### src/hdl/fsk4_pkg.sv
package fsk4_pkg;

    // widths fixed by the word layout
    localparam int unsigned LEVEL_W      = 8;
    localparam int unsigned GAIN_W       = 7;
    localparam int unsigned PHASE_W      = 32;
    localparam int unsigned LEN_W        = 16;
    localparam int unsigned REPEAT_W     = 4;
    localparam int unsigned SYM_IDX_W    = 4;
    localparam int unsigned CFG_ADDR_W   = 3;
    localparam int unsigned CFG_DATA_W   = 32;
    localparam int unsigned S_TDATA_W    = 8;
    localparam int unsigned S_TUSER_W    = 2;
    localparam int unsigned M_TDATA_W    = 16;

    localparam int unsigned COUNT_BITS_DEFAULT = 16;

    localparam logic [LEVEL_W-1:0]   MID_LEVEL = 8'd128;
    localparam logic [LEVEL_W-1:0]   LEVEL_MIN = 8'd1;
    localparam logic [LEVEL_W-1:0]   LEVEL_MAX = 8'd254;
    localparam logic [GAIN_W-1:0]    BASE_GAIN = 7'd80;
    localparam logic [SYM_IDX_W-1:0] FRAME_LEN = 4'd12;
    localparam logic [3:0]           MAX_DIGIT = 4'd9;
    localparam logic [1:0]           SYM_INVERT = 2'b11;

    // floor(x / 5) == (x * 205) >> 10 for x below 1024
    localparam logic [7:0] DIV5_RECIP = 8'd205;
    localparam int unsigned DIV5_SHIFT = 10;

    // register defaults
    localparam logic [LEN_W-1:0]    TONE_LEN_RST     = 16'd3840;
    localparam logic [LEN_W-1:0]    GAP_LEN_RST      = 16'd1920;
    localparam logic [REPEAT_W-1:0] REPEAT_COUNT_RST = 4'd3;
    localparam logic [PHASE_W-1:0]  PHASE_STEP0_RST  = 32'd201326592;
    localparam logic [PHASE_W-1:0]  PHASE_STEP1_RST  = 32'd335544320;
    localparam logic [PHASE_W-1:0]  PHASE_STEP2_RST  = 32'd469762048;
    localparam logic [PHASE_W-1:0]  PHASE_STEP3_RST  = 32'd603979776;

    // register indexes
    localparam logic [CFG_ADDR_W-1:0] REG_TONE_LEN     = 3'd0;
    localparam logic [CFG_ADDR_W-1:0] REG_GAP_LEN      = 3'd1;
    localparam logic [CFG_ADDR_W-1:0] REG_REPEAT_COUNT = 3'd2;
    localparam logic [CFG_ADDR_W-1:0] REG_PHASE_STEP0  = 3'd3;
    localparam logic [CFG_ADDR_W-1:0] REG_PHASE_STEP1  = 3'd4;
    localparam logic [CFG_ADDR_W-1:0] REG_PHASE_STEP2  = 3'd5;
    localparam logic [CFG_ADDR_W-1:0] REG_PHASE_STEP3  = 3'd6;

    typedef enum logic [1:0] {
        OP_TICK  = 2'd0,
        OP_DIGIT = 2'd1,
        OP_TEST  = 2'd2,
        OP_STOP  = 2'd3
    } opcode_t;

    typedef enum logic [1:0] {
        MODE_IDLE = 2'd0,
        MODE_TONE = 2'd1,
        MODE_GAP  = 2'd2,
        MODE_TEST = 2'd3
    } mode_t;

    typedef struct packed {
        logic                test_mode;
        logic                active;
        logic [LEVEL_W-1:0]  level;
    } result_t;

    // one quarter-wave-symmetric sine cycle around the mid level
    function automatic logic [LEVEL_W-1:0] fsk4_sine(input logic [5:0] idx);
        logic [LEVEL_W-1:0] v;
        unique case (idx)
            6'd0:  v = 8'd128;  6'd1:  v = 8'd136;  6'd2:  v = 8'd144;  6'd3:  v = 8'd151;
            6'd4:  v = 8'd159;  6'd5:  v = 8'd166;  6'd6:  v = 8'd172;  6'd7:  v = 8'd179;
            6'd8:  v = 8'd185;  6'd9:  v = 8'd190;  6'd10: v = 8'd195;  6'd11: v = 8'd199;
            6'd12: v = 8'd202;  6'd13: v = 8'd205;  6'd14: v = 8'd206;  6'd15: v = 8'd208;
            6'd16: v = 8'd208;  6'd17: v = 8'd208;  6'd18: v = 8'd206;  6'd19: v = 8'd205;
            6'd20: v = 8'd202;  6'd21: v = 8'd199;  6'd22: v = 8'd195;  6'd23: v = 8'd190;
            6'd24: v = 8'd185;  6'd25: v = 8'd179;  6'd26: v = 8'd172;  6'd27: v = 8'd166;
            6'd28: v = 8'd159;  6'd29: v = 8'd151;  6'd30: v = 8'd144;  6'd31: v = 8'd136;
            6'd32: v = 8'd128;  6'd33: v = 8'd120;  6'd34: v = 8'd112;  6'd35: v = 8'd105;
            6'd36: v = 8'd97;   6'd37: v = 8'd90;   6'd38: v = 8'd84;   6'd39: v = 8'd77;
            6'd40: v = 8'd71;   6'd41: v = 8'd66;   6'd42: v = 8'd61;   6'd43: v = 8'd57;
            6'd44: v = 8'd54;   6'd45: v = 8'd51;   6'd46: v = 8'd50;   6'd47: v = 8'd48;
            6'd48: v = 8'd48;   6'd49: v = 8'd48;   6'd50: v = 8'd50;   6'd51: v = 8'd51;
            6'd52: v = 8'd54;   6'd53: v = 8'd57;   6'd54: v = 8'd61;   6'd55: v = 8'd66;
            6'd56: v = 8'd71;   6'd57: v = 8'd77;   6'd58: v = 8'd84;   6'd59: v = 8'd90;
            6'd60: v = 8'd97;   6'd61: v = 8'd105;  6'd62: v = 8'd112;  default: v = 8'd120;
        endcase
        return v;
    endfunction

    function automatic logic [GAIN_W-1:0] fsk4_gain(input logic [1:0] sym);
        logic [GAIN_W-1:0] g;
        unique case (sym)
            2'd0:    g = 7'd50;
            2'd1:    g = 7'd72;
            default: g = 7'd126;
        endcase
        return g;
    endfunction

    // codebook pair for a digit, first symbol in the upper two bits
    function automatic logic [3:0] fsk4_digit_code(input logic [3:0] d);
        logic [3:0] c;
        unique case (d)
            4'd0:    c = {2'd0, 2'd1};
            4'd1:    c = {2'd0, 2'd2};
            4'd2:    c = {2'd0, 2'd3};
            4'd3:    c = {2'd1, 2'd0};
            4'd4:    c = {2'd1, 2'd2};
            4'd5:    c = {2'd1, 2'd3};
            4'd6:    c = {2'd2, 2'd0};
            4'd7:    c = {2'd2, 2'd1};
            4'd8:    c = {2'd2, 2'd3};
            4'd9:    c = {2'd3, 2'd0};
            default: c = 4'd0;
        endcase
        return c;
    endfunction

    // frame layout: preamble, start, code pair, inverted pair, end
    function automatic logic [1:0] fsk4_frame_sym(input logic [SYM_IDX_W-1:0] idx,
                                                  input logic [1:0] code_a,
                                                  input logic [1:0] code_b);
        logic [1:0] s;
        unique case (idx)
            4'd1:    s = 2'd1;
            4'd2:    s = 2'd2;
            4'd3:    s = 2'd3;
            4'd4:    s = 2'd1;
            4'd5:    s = 2'd2;
            4'd6:    s = code_a;
            4'd7:    s = code_b;
            4'd8:    s = code_a ^ SYM_INVERT;
            4'd9:    s = code_b ^ SYM_INVERT;
            4'd10:   s = 2'd2;
            4'd11:   s = 2'd3;
            default: s = 2'd0;
        endcase
        return s;
    endfunction

endpackage

### src/hdl/fsk4_tone_frame_generator_core.sv
// four-tone fsk frame generator: one command word in, one level word out
// output: the result word goes into the output register when it is free or being taken, else into the skid word
// throughput: one command word per cycle while the skid word is empty; a two-word output register/skid pair keeps
//   s_axis_tready high while a single result waits downstream
// reset: aresetn is synchronous, active low; clears the sequencer and handshake state
//   and loads the default tone/gap lengths, repeat count and phase steps
module fsk4_tone_frame_generator_core #(
    parameter int unsigned COUNT_BITS = fsk4_pkg::COUNT_BITS_DEFAULT
) (
    input  logic                                aclk,
    input  logic                                aresetn,

    input  logic                                s_axis_tvalid,
    output logic                                s_axis_tready,
    input  logic [fsk4_pkg::S_TDATA_W-1:0]      s_axis_tdata,   // digit[3:0], tone_bits[5:4], zero pad
    input  logic [fsk4_pkg::S_TUSER_W-1:0]      s_axis_tuser,   // opcode[1:0]

    output logic                                m_axis_tvalid,
    input  logic                                m_axis_tready,
    output logic [fsk4_pkg::M_TDATA_W-1:0]      m_axis_tdata,   // level[7:0], active[8], test_mode[9], zero pad

    input  logic                                cfg_wr_en,
    input  logic [fsk4_pkg::CFG_ADDR_W-1:0]     cfg_addr,
    input  logic [fsk4_pkg::CFG_DATA_W-1:0]     cfg_wdata
);

    import fsk4_pkg::*;

    // configuration registers
    logic [LEN_W-1:0]    tone_len_reg;
    logic [LEN_W-1:0]    gap_len_reg;
    logic [REPEAT_W-1:0] repeat_count_reg;
    logic [PHASE_W-1:0]  phase_step0_reg;
    logic [PHASE_W-1:0]  phase_step1_reg;
    logic [PHASE_W-1:0]  phase_step2_reg;
    logic [PHASE_W-1:0]  phase_step3_reg;

    // sequencer state
    mode_t                  mode_reg,         mode_next;
    logic                   running_reg,      running_next;
    logic [REPEAT_W-1:0]    repeat_index_reg, repeat_index_next;
    logic [SYM_IDX_W-1:0]   symbol_index_reg, symbol_index_next;
    logic [COUNT_BITS-1:0]  samples_left_reg, samples_left_next;
    logic [PHASE_W-1:0]     phase_reg,        phase_next;
    logic [PHASE_W-1:0]     step_now_reg,     step_now_next;
    logic [GAIN_W-1:0]      gain_now_reg,     gain_now_next;
    logic [LEVEL_W-1:0]     last_level_reg,   last_level_next;

    // codebook pair of the current frame; the fixed symbols need no storage
    logic [1:0]             code_a_reg,       code_a_next;
    logic [1:0]             code_b_reg,       code_b_next;

    // output register and skid word
    logic                   out_valid_reg,    out_valid_next;
    result_t                out_word_reg,     out_word_next;
    logic                   skid_valid_reg,   skid_valid_next;
    result_t                skid_word_reg,    skid_word_next;

    // command word fields
    opcode_t                in_op;
    logic [3:0]             in_digit;
    logic [1:0]             in_tone_bits;
    logic                   in_accept;
    logic                   out_take;
    result_t                result;

    assign in_op        = opcode_t'(s_axis_tuser[1:0]);
    assign in_digit     = s_axis_tdata[3:0];
    assign in_tone_bits = s_axis_tdata[5:4];

    assign s_axis_tready = !skid_valid_reg;
    assign in_accept     = s_axis_tvalid && s_axis_tready;
    assign out_take      = out_valid_reg && m_axis_tready;

    // lengths are masked to the counter width when loaded
    logic [CFG_DATA_W-1:0]  tone_len_ext;
    logic [CFG_DATA_W-1:0]  gap_len_ext;
    logic [COUNT_BITS-1:0]  tone_load;
    logic [COUNT_BITS-1:0]  gap_load;

    assign tone_len_ext = CFG_DATA_W'(tone_len_reg);
    assign gap_len_ext  = CFG_DATA_W'(gap_len_reg);
    assign tone_load    = tone_len_ext[COUNT_BITS-1:0];
    assign gap_load     = gap_len_ext[COUNT_BITS-1:0];

    // a tick that opens the next tone of the frame
    logic        tick_load;
    logic [1:0]  frame_sym;
    logic [1:0]  step_sel;
    logic [PHASE_W-1:0] step_sel_val;

    assign frame_sym = fsk4_frame_sym(symbol_index_reg, code_a_reg, code_b_reg);
    assign tick_load = running_reg && (mode_reg != MODE_TEST) && (mode_reg != MODE_TONE)
                       && (samples_left_reg == '0) && (repeat_index_reg < repeat_count_reg);

    // one phase step lookup, shared between frame tones and the test tone
    assign step_sel = (in_op == OP_TEST) ? in_tone_bits : frame_sym;

    always_comb begin
        unique case (step_sel)
            2'd0:    step_sel_val = phase_step0_reg;
            2'd1:    step_sel_val = phase_step1_reg;
            2'd2:    step_sel_val = phase_step2_reg;
            default: step_sel_val = phase_step3_reg;
        endcase
    end

    // sample scaler: 128 + trunc((rom - 128) * gain / 80), clamped to 1..254
    logic [PHASE_W-1:0]     scale_phase;
    logic [GAIN_W-1:0]      scale_gain;
    logic [LEVEL_W-1:0]     rom_val;
    logic                   dev_neg;
    logic [LEVEL_W-1:0]     dev_diff;
    logic [6:0]             dev_mag;
    logic [13:0]            prod;
    logic [9:0]             prod_div16;
    logic [17:0]            recip_prod;
    logic [6:0]             quot;
    logic [8:0]             level_sum;
    logic [LEVEL_W-1:0]     scaled_level;

    assign scale_phase = tick_load ? '0 : phase_reg;
    assign scale_gain  = tick_load ? fsk4_gain(frame_sym) : gain_now_reg;
    assign rom_val     = fsk4_sine(scale_phase[PHASE_W-1 -: 6]);
    assign dev_neg     = rom_val < MID_LEVEL;
    assign dev_diff    = dev_neg ? (MID_LEVEL - rom_val) : (rom_val - MID_LEVEL);
    assign dev_mag     = dev_diff[6:0];
    assign prod        = 14'(dev_mag) * 14'(scale_gain);
    // divide magnitude by 80 as a shift by 4 (divide by 16) then an exact reciprocal divide by 5
    assign prod_div16  = prod[13:4];
    assign recip_prod  = 18'(prod_div16) * 18'(DIV5_RECIP);
    assign quot        = recip_prod[DIV5_SHIFT +: 7];
    assign level_sum   = dev_neg ? (9'(MID_LEVEL) - 9'(quot)) : (9'(MID_LEVEL) + 9'(quot));

    always_comb begin
        if (level_sum < 9'(LEVEL_MIN)) begin
            scaled_level = LEVEL_MIN;
        end else if (level_sum > 9'(LEVEL_MAX)) begin
            scaled_level = LEVEL_MAX;
        end else begin
            scaled_level = level_sum[LEVEL_W-1:0];
        end
    end

    // command decode and sequencer next state
    always_comb begin
        logic [3:0]            code_pair;
        mode_t                 mode_v;
        logic [COUNT_BITS-1:0] left_v;

        code_pair = fsk4_digit_code(in_digit);
        mode_v    = mode_reg;
        left_v    = samples_left_reg;

        mode_next         = mode_reg;
        running_next      = running_reg;
        repeat_index_next = repeat_index_reg;
        symbol_index_next = symbol_index_reg;
        samples_left_next = samples_left_reg;
        phase_next        = phase_reg;
        step_now_next     = step_now_reg;
        gain_now_next     = gain_now_reg;
        last_level_next   = last_level_reg;
        code_a_next       = code_a_reg;
        code_b_next       = code_b_reg;

        if (in_accept) begin
            unique case (in_op)
                OP_TICK: begin
                    if (!running_reg) begin
                        last_level_next = MID_LEVEL;
                    end else if (mode_reg == MODE_TEST) begin
                        last_level_next = scaled_level;
                        phase_next      = phase_reg + step_now_reg;
                    end else begin
                        if (left_v == '0) begin
                            if (mode_reg == MODE_TONE) begin
                                mode_v = MODE_GAP;
                                left_v = gap_load;
                            end else if (!tick_load) begin
                                // all repeats sent: frame ends
                                running_next  = 1'b0;
                                mode_v        = MODE_IDLE;
                                left_v        = '0;
                                step_now_next = '0;
                                gain_now_next = BASE_GAIN;
                            end else begin
                                step_now_next = step_sel_val;
                                gain_now_next = fsk4_gain(frame_sym);
                                left_v        = tone_load;
                                mode_v        = MODE_TONE;
                                if (symbol_index_reg >= FRAME_LEN - 4'd1) begin
                                    symbol_index_next = '0;
                                    repeat_index_next = repeat_index_reg + 4'd1;
                                end else begin
                                    symbol_index_next = symbol_index_reg + 4'd1;
                                end
                            end
                        end
                        if (mode_v == MODE_TONE) begin
                            last_level_next = scaled_level;
                            phase_next      = scale_phase + step_now_next;
                        end else begin
                            last_level_next = MID_LEVEL;
                        end
                        if (left_v != '0) begin
                            left_v = left_v - 1'b1;
                        end
                        mode_next         = mode_v;
                        samples_left_next = left_v;
                    end
                end
                OP_DIGIT: begin
                    // out-of-range digits are ignored
                    if (in_digit <= MAX_DIGIT) begin
                        code_a_next       = code_pair[3:2];
                        code_b_next       = code_pair[1:0];
                        repeat_index_next = '0;
                        symbol_index_next = '0;
                        samples_left_next = '0;
                        phase_next        = '0;
                        step_now_next     = '0;
                        mode_next         = MODE_GAP;
                        running_next      = 1'b1;
                        last_level_next   = MID_LEVEL;
                    end
                end
                OP_TEST: begin
                    // level keeps its value until the next tick
                    repeat_index_next = '0;
                    symbol_index_next = '0;
                    samples_left_next = '0;
                    phase_next        = '0;
                    step_now_next     = step_sel_val;
                    gain_now_next     = fsk4_gain(in_tone_bits);
                    mode_next         = MODE_TEST;
                    running_next      = 1'b1;
                end
                default: begin
                    // stop keeps the phase
                    running_next      = 1'b0;
                    mode_next         = MODE_IDLE;
                    samples_left_next = '0;
                    step_now_next     = '0;
                    gain_now_next     = BASE_GAIN;
                    last_level_next   = MID_LEVEL;
                end
            endcase
        end
    end

    // result word built from the updated state
    always_comb begin
        result.level     = last_level_next;
        result.active    = running_next;
        result.test_mode = running_next && (mode_next == MODE_TEST);
    end

    // output register with one skid word behind it
    always_comb begin
        out_valid_next  = out_valid_reg;
        out_word_next   = out_word_reg;
        skid_valid_next = skid_valid_reg;
        skid_word_next  = skid_word_reg;

        if (!out_valid_reg || out_take) begin
            if (skid_valid_reg) begin
                out_valid_next  = 1'b1;
                out_word_next   = skid_word_reg;
                skid_valid_next = 1'b0;
            end else begin
                out_valid_next = in_accept;
                out_word_next  = result;
            end
        end else if (in_accept) begin
            skid_valid_next = 1'b1;
            skid_word_next  = result;
        end
    end

    assign m_axis_tvalid = out_valid_reg;
    assign m_axis_tdata  = M_TDATA_W'(out_word_reg);

    // configuration writes
    always_ff @(posedge aclk) begin
        if (!aresetn) begin
            tone_len_reg     <= TONE_LEN_RST;
            gap_len_reg      <= GAP_LEN_RST;
            repeat_count_reg <= REPEAT_COUNT_RST;
            phase_step0_reg  <= PHASE_STEP0_RST;
            phase_step1_reg  <= PHASE_STEP1_RST;
            phase_step2_reg  <= PHASE_STEP2_RST;
            phase_step3_reg  <= PHASE_STEP3_RST;
        end else if (cfg_wr_en) begin
            unique case (cfg_addr)
                REG_TONE_LEN:     tone_len_reg     <= cfg_wdata[LEN_W-1:0];
                REG_GAP_LEN:      gap_len_reg      <= cfg_wdata[LEN_W-1:0];
                REG_REPEAT_COUNT: repeat_count_reg <= cfg_wdata[REPEAT_W-1:0];
                REG_PHASE_STEP0:  phase_step0_reg  <= cfg_wdata[PHASE_W-1:0];
                REG_PHASE_STEP1:  phase_step1_reg  <= cfg_wdata[PHASE_W-1:0];
                REG_PHASE_STEP2:  phase_step2_reg  <= cfg_wdata[PHASE_W-1:0];
                REG_PHASE_STEP3:  phase_step3_reg  <= cfg_wdata[PHASE_W-1:0];
                default: ;
            endcase
        end
    end

    // sequencer and handshake control
    always_ff @(posedge aclk) begin
        if (!aresetn) begin
            mode_reg         <= MODE_IDLE;
            running_reg      <= 1'b0;
            repeat_index_reg <= '0;
            symbol_index_reg <= '0;
            samples_left_reg <= '0;
            phase_reg        <= '0;
            step_now_reg     <= '0;
            gain_now_reg     <= BASE_GAIN;
            last_level_reg   <= MID_LEVEL;
            out_valid_reg    <= 1'b0;
            skid_valid_reg   <= 1'b0;
        end else begin
            mode_reg         <= mode_next;
            running_reg      <= running_next;
            repeat_index_reg <= repeat_index_next;
            symbol_index_reg <= symbol_index_next;
            samples_left_reg <= samples_left_next;
            phase_reg        <= phase_next;
            step_now_reg     <= step_now_next;
            gain_now_reg     <= gain_now_next;
            last_level_reg   <= last_level_next;
            out_valid_reg    <= out_valid_next;
            skid_valid_reg   <= skid_valid_next;
        end
    end

    // payload only
    always_ff @(posedge aclk) begin
        code_a_reg    <= code_a_next;
        code_b_reg    <= code_b_next;
        out_word_reg  <= out_word_next;
        skid_word_reg <= skid_word_next;
    end

    // checks on the sequencer and the output buffering
    a_idle_when_stopped: assert property (@(posedge aclk) disable iff (!aresetn)
        !running_reg |-> (mode_reg == MODE_IDLE) && (samples_left_reg == '0))
        else $error("sequencer stopped but mode or counter not cleared");

    a_mid_level_when_stopped: assert property (@(posedge aclk) disable iff (!aresetn)
        !running_reg |-> (last_level_reg == MID_LEVEL))
        else $error("level not at mid while stopped");

    a_symbol_index_range: assert property (@(posedge aclk) disable iff (!aresetn)
        symbol_index_reg < FRAME_LEN)
        else $error("symbol index past end of frame");

    a_skid_behind_output: assert property (@(posedge aclk) disable iff (!aresetn)
        skid_valid_reg |-> out_valid_reg && $past(out_valid_reg) && !$past(m_axis_tready))
        else $error("skid word held without a stalled output word");

endmodule
### config.mk
export PLATFORM = sky130hd
export DESIGN_NAME = fsk4_tone_frame_generator_core
export DESIGN_NICKNAME = d
export VERILOG_FILES = /design/src/hdl/fsk4_pkg.sv /design/src/hdl/fsk4_tone_frame_generator_core.sv
export SDC_FILE = /design/constraint.sdc
export NUM_CORES = 1
export LEC_CHECK = 0
export ABC_AREA = 1
export BUFFER_PORTS_ARGS = -buffer_cell sky130_fd_sc_hd__buf_2
export CORE_MARGIN = 2
export CORE_UTILIZATION = 58
export DETAILED_ROUTE_END_ITERATION = 6
export HOLD_SLACK_MARGIN = 0.03
export PLACE_DENSITY_LB_ADDON = 0.12
export SLEW_MARGIN = 30
export SYNTH_ARGS = -nofsm -noshare
export SYNTH_HDL_FRONTEND = slang
export SYNTH_SLANG_ARGS = --single-unit
### constraint.sdc
create_clock -name aclk -period 9.67 [get_ports aclk]
set_input_delay 0.4835 -clock aclk [delete_from_list [all_inputs] [get_ports aclk]]
set_output_delay 0.4835 -clock aclk [all_outputs]
set_load 0.01 [all_outputs]
==> flow_summary.json, run 1 <==
{
  "layout_commonest_cell": "nand2_1",
  "dp_hpwl_mm": 45.7,
  "numCtsBuffers": 34,
  "fin_worst_skew_ns": 0.0184,
  "syn_area_um2": 21300,
  "rows": 70,
  "crit_top_cell": "nand2_2",
  "min_to": "phase_step0_reg[26]",
  "end_kind": "register",
  "antenna_cells": 0,
  "wl_mm": 63.6,
  "p_total_mw": 3.38,
  "yosys_register_bits": 294,
  "p_leak_nw": 11.9,
  "grt_pass1_wl_mm": 104,
  "ys.flop_type": "dfxtp_1",
  "drtIter0Drc": 1432,
  "synth_cells": 3124,
  "area_growth_pct": 17.9,
  "p_sw_mw": 1.10,
  "synth.distinct_cells": 67,
  "critPathArrivalTime_ns": 10.01,
  "ys_async_sr_fraction_pct": 0,
  "rr_worst_depth": 69,
  "layout_common_cells": "nand2_1, nor2_1, inv_1, dfxtp_1, o21ai_0",
  "max-vdd-ir-drop_mv": 0.142,
  "fin_crit_ns": 9.71,
  "combPwrFrac_pct": 23.5,
  "firstDrtPassIters": 6,
  "viasPerCell": 5.69,
  "hold_path.class": "in -> reg",
  "rsz0062_at_grt": "true",
  "clk_path_buf_depth": 3,
  "slew_headroom_pct": 35.5,
  "p_clk_share_pct": 38.4,
  "setup_viol": 5,
  "status": "complete, but fails checks",
  "drc": 0,
  "drive_gt1_share_pct": 17.8,
  "sequentialPowerShare_pct": 38.1,
  "gp_congestion": 0.956,
  "first_global_vias": 21000,
  "postCtsHoldBufs": 0,
  "dr_total_vias": 21600,
  "p_per_area_nw_per_um2": 135,
  "clkSinkCount": 294,
  "hold_violations": 0,
  "cp_slowest_cell": "fa_1",
  "fin_ws_ns": -0.0371,
  "syn_area_per_cell_um2": 6.82,
  "antenna_found_initial": 0,
  "tightestPinTransition_ns": 0.964,
  "switching_share_pct": 32.6,
  "worstPathMaxFanout": 5,
  "reg2reg_from": "repeat_count_reg[3]",
  "clock_latency_ns": 0.56,
  "min_period_over_period_pct": 100,
  "wire_per_inst_um": 16.7,
  "grt_max_degree": 119,
  "dp_slack_ns": -0.516,
  "final_max_slew_viol_count": 0,
  "die-area_um2": 38300,
  "num-nets-final": 3558,
  "core_um2": 36300,
  "holdPathStages": 3,
  "maxCapViolCount": 0,
  "instances_no_fill": 3801,
  "violations": "negative setup slack",
  "min_from": "cfg_wdata[26]",
  "start_util_pct": 58.6,
  "intPower_mw": 2.28,
  "grt-ovfl-total": 0,
  "rr_endpoint": "m_axis_tdata[3]",
  "grt_usage_pct": 33.1,
  "startpoint_type": "register",
  "cp_data_required_time_ns": 9.98,
  "die_y_um": 196,
  "synth-edff-count": 24,
  "reg2reg_slack_ns": -0.04,
  "ys_warn_count": 0,
  "cts_root_buf": "clkbuf_16",
  "worstSetupPathType": "reg -> reg",
  "die_w_um": 196,
  "postRouteAntennaNets": 0,
  "dpl.cell_count": 3712,
  "ys_seq_area_share_pct": 28.8,
  "htreeDepth": 2,
  "io_pins": 68,
  "cpPeakStageDelay_ns": 0.53,
  "clkTransAtPathRegs_ns": 0.06,
  "cts_tree": "built",
  "max_freq_mhz": 103,
  "portBuffers": 59
}
[per-stage QoR]
step | cell area (um2) | TNS [ns] | util (%) | hold slack, ns
CTS | 24700 | -0.237 | 67.9 | 0.166
global route | 25100 | -10.54 | 69.1 | 0.202
floorplan | 21400 | 0 | - | 0.424
global placement | 23200 | -4.22 | 63.8 | 0.433
detailed placement | 23200 | -8.85 | 63.8 | 0.439
finish | 25100 | -0.106 | 69.1 | 0.183
[critical path, delay by kind of cell (launching register included)]
| kind | cells | cell delay, ns |
|---|---|---|
| and+or+nand+nor | 37 | 2.78 |
| AOI/OAI and AO/OA | 3 | 0.62 |
| adders and majority gates | 13 | 4.92 |
| DFF | 1 | 0.32 |
| buffers and inverters | 15 | 0.73 |
| xor gates and xnor gates | 1 | 0.14 |
[routing by layer]
metal | up-vias | track usage (%) | wire, um
met5 | - | 0 | 0
met1 | 10000 | 41.4 | 26700
met2 | 768 | 58.1 | 30700
li1 | 10700 | - | -
met3 | 147 | 4.77 | 4160
met4 | 0 | 12.3 | 2020
[power by group through the flow]
stage          clock (mW)  combinational [mW]  sequential, mW
6_report             1.30               0.794            1.29
5_1_grt              1.36               0.863            1.29
4_1_cts              1.31               0.763            1.29
3_5_place_dp            0               0.744            1.31
3_3_place_gp            0               0.736            1.31
2_1_floorplan           0               0.523            1.31
[synth_stat cells, types with 14 or more instances]
| cell type | instances | area share (%) |
|---|---|---|
| inv_2 | 20 | 0.35 |
| a21oi_1 | 234 | 5.5 |
| o22ai_2 | 28 | 1.6 |
| nand3_1 | 151 | 3.5 |
| nor2_1 | 517 | 9.1 |
| nand2_1 | 542 | 9.6 |
| nand4_1 | 21 | 0.62 |
| o211ai_1 | 27 | 0.95 |
| ha_1 | 164 | 9.6 |
| inv_1 | 361 | 6.4 |
| fa_1 | 37 | 3.5 |
| xor2_1 | 32 | 1.3 |
| edfxtp_1 | 24 | 3.4 |
| o21ai_1 | 47 | 1.1 |
| nor3_1 | 21 | 0.49 |
| a31oi_1 | 14 | 0.41 |
| o22ai_1 | 38 | 1.1 |
| dfxtp_1 | 270 | 25 |
| xnor2_1 | 20 | 0.82 |
| clkbuf_1 | 93 | 1.6 |
| o21ai_0 | 273 | 6.4 |
[area by class of cell]
cell class | count | area, um2
Clock buffer | 42 | 921
Clock inverter | 20 | 191
Fill cell | 3067 | 11200
Inverter | 383 | 1450
Multi-Input combinational cell | 2322 | 13900
Sequential cell | 294 | 6130
Tap cell | 468 | 586
Timing Repair Buffer | 272 | 1940
[kinds of logic (layout without fill, tap and decap cells)]
group	count (synthesis)	in the layout	share of synthesized area (%)
XOR/XNOR	52	52	2.14
AND/OR/NAND/NOR	1321	1321	26.0
flip-flops	294	294	28.8
adder cells (fa/ha/maj)	201	201	13.1
buffers and inverters	513	717	9.58
AO/OA/AOI/OAI	742	742	20.4
other	1	6	0.0176
[what timing repair did]
| action | CTS | global route |
|---|---|---|
| setup endpoints to repair | 24 | 24 |
| setup buffers | 14 | 13 |
| pin swaps | 78 | 61 |
| resized for setup | 70 | 100 |
[worst max-delay path by stage]
stage / startpoint / slack (ns) / endpoint
6_report: repeat_count_reg[3] / -0.04 / m_axis_tdata[3]
5_1_grt: repeat_count_reg[3] / -0.59 / m_axis_tdata[0]
4_1_cts: repeat_count_reg[1] / -0.1 / m_axis_tdata[3]
3_5_place_dp: repeat_count_reg[1] / -0.52 / m_axis_tdata[3]
3_3_place_gp: repeat_count_reg[2] / -0.32 / m_axis_tdata[0]
2_1_floorplan: repeat_count_reg[3] / 0.006 / m_axis_tdata[0]
No activity file was read; power rests on OpenSTA's default activity.
==> inputs of run 2 (changes only) <==
--- a/config.mk
+++ b/config.mk
@@ -8,10 +8,10 @@
 export ABC_AREA = 1
 export BUFFER_PORTS_ARGS = -buffer_cell sky130_fd_sc_hd__buf_2
 export CORE_MARGIN = 2
-export CORE_UTILIZATION = 58
+export CORE_UTILIZATION = 65
 export DETAILED_ROUTE_END_ITERATION = 6
 export HOLD_SLACK_MARGIN = 0.03
-export PLACE_DENSITY_LB_ADDON = 0.12
+export PLACE_DENSITY = 0.92
 export SLEW_MARGIN = 30
 export SYNTH_ARGS = -nofsm -noshare
 export SYNTH_HDL_FRONTEND = slang
==> constraint.sdc (replaced) <==
create_clock -name aclk -period 11.2 [get_ports aclk]
set_input_delay 0.56 -clock aclk [delete_from_list [all_inputs] [get_ports aclk]]
set_output_delay 0.56 -clock aclk [all_outputs]
set_load 0.01 [all_outputs]
==> flow_summary.json, run 2 (synthesis results as in run 1) <==
{
  "status": "complete, but fails checks",
  "violations": "design-rule violations",
  "start_util_pct": 65.8,
  "p_clk_share_pct": 38.0,
  "setup_viol": 0,
  "fin_crit_ns": 10.52,
  "dp_hpwl_mm": 42.9,
  "maxCapViolCount": 0,
  "layout_common_cells": "nand2_1, nor2_1, inv_1, o21ai_0, dfxtp_1",
  "fin_ws_ns": 0.679,
  "fin_worst_skew_ns": 0.0190,
  "drc": 1,
  "die_y_um": 185,
  "die-area_um2": 34200,
  "max-vdd-ir-drop_mv": 0.145,
  "firstDrtPassIters": 7,
  "area_growth_pct": 9.02,
  "layout_commonest_cell": "nand2_1",
  "critPathArrivalTime_ns": 10.84,
  "worstPathMaxFanout": 10,
  "sequentialPowerShare_pct": 39.5,
  "startpoint_type": "register",
  "end_kind": "register",
  "clkSinkCount": 294,
  "tightestPinTransition_ns": 1.00,
  "cts_root_buf": "clkbuf_16",
  "portBuffers": 59,
  "max_freq_mhz": 95.0,
  "min_period_over_period_pct": 93.9,
  "final_max_slew_viol_count": 0,
  "antenna_found_initial": 5,
  "slew_headroom_pct": 32.7,
  "numCtsBuffers": 30,
  "dr_total_vias": 21800,
  "clock_latency_ns": 0.57,
  "drive_gt1_share_pct": 9.85,
  "cpPeakStageDelay_ns": 0.54,
  "p_per_area_nw_per_um2": 122,
  "p_leak_nw": 10.9,
  "io_pins": 68,
  "grt_pass1_wl_mm": 99.9,
  "clkTransAtPathRegs_ns": 0.07,
  "die_w_um": 185,
  "intPower_mw": 1.90,
  "dp_slack_ns": 0.258,
  "combPwrFrac_pct": 22.5,
  "gp_congestion": 0.996,
  "grt_usage_pct": 35.5,
  "multiInputGateArea_um2": 13400,
  "p_sw_mw": 0.928,
  "worstSetupPathType": "reg -> reg",
  "wire_per_inst_um": 17.2,
  "hold_violations": 0,
  "cp_data_required_time_ns": 11.52,
  "viasPerCell": 6.04,
  "grt_max_degree": 98,
  "final.setup.tns_ns": 0,
  "htreeDepth": 1,
  "grt-ovfl-total": 0,
  "crit_top_cell": "nand2_1",
  "cts_tree": "built",
  "nFillCells": 2592,
  "clk_path_buf_depth": 3,
  "postRouteAntennaNets": 0,
  "cp_slowest_cell": "fa_1",
  "hold_path.class": "in -> reg",
  "num-nets-final": 3385,
  "rows": 66,
  "wl_mm": 62.1,
  "switching_share_pct": 32.9,
  "postCtsHoldBufs": 0,
  "first_global_vias": 21100,
  "drtIter0Drc": 2272,
  "regArea_um2": 6130,
  "core_um2": 32400
}
-- run 2: cell types whose count changed in the layout (fill, tap and decap cells not counted), sizes merged --
cell      change
clkinv       -11
inv           +2
clkinvlp      +1
bufinv        -1
buf         -169
diode         +2
clkbuf        +3
-- run 2: critical path, delay by kind of cell (launching register included) --
kind / cells / cell delay, ns
fa+ha+maj: 13 / 5.16
buf+inv: 16 / 1.26
xor+xnor: 2 / 0.42
simple gates: 32 / 2.62
compound gates: 3 / 0.45
flops: 1 / 0.31
-- run 2: metrics by stage --
step                hold slack, ns  instance area (um2)  util [%]  total power, mW  std cells
floorplan                    0.424                21300         -             1.58       3129
global placement             0.433                21800      67.3             1.72       3527
detailed placement           0.438                21800      67.3             1.74       3527
CTS                          0.237                22900      70.6             2.79       3583
global route                 0.257                23200      71.7             2.92       3601
finish                       0.247                23200      71.7             2.83       3602
-- run 2: timing repair --
| item | 4_1_cts | 5_1_grt |
|---|---|---|
| resized for setup | 0 | 47 |
| setup buffers | 0 | 17 |
| setup endpoints to repair | 0 | 24 |
-- run 2: final cells by class --
class | count | area share [%]
Antenna cell | 2 | 0.0216
Clock buffer | 45 | 4.00
Clock inverter | 11 | 0.566
Inverter | 383 | 6.21
Multi-Input combinational cell | 2322 | 57.7
Sequential cell | 294 | 26.4
Tap cell | 442 | 2.38
Timing Repair Buffer | 103 | 2.74
-- run 2: worst paths after layout --
check / end / slack, ns / cells after the start / from
worst max register to register: m_axis_tdata[0] / 0.68 / 66 / repeat_count_reg[3]
worst max-delay path: m_axis_tdata[0] / 0.68 / 66 / repeat_count_reg[3]
worst min-delay path: phase_step2_reg[27] / 0.25 / 3 / cfg_wdata[27]
worst min register to register: tone_len_reg[7] / 0.45 / 2 / tone_len_reg[7]
-- run 2: layer usage --
metal  share of wire, %  wire, um  vias to the layer above  track usage (%)
li1                   -         -                    10300                -
met2                 48     30000                     1177             62.4
met4                4.0      2470                        4             16.2
met1                 38     23800                    10000             43.0
met3                9.3      5750                      226             4.84
met5              0.035        22                        -                0
-- run 2: power by group through the flow --
stage / combinational [mW] / clock (mW) / sequential [mW]
2_1_floorplan: 0.448 / 0 / 1.13
3_3_place_gp: 0.582 / 0 / 1.14
3_5_place_dp: 0.600 / 0 / 1.14
4_1_cts: 0.606 / 1.07 / 1.11
5_1_grt: 0.688 / 1.12 / 1.12
6_report: 0.636 / 1.07 / 1.12
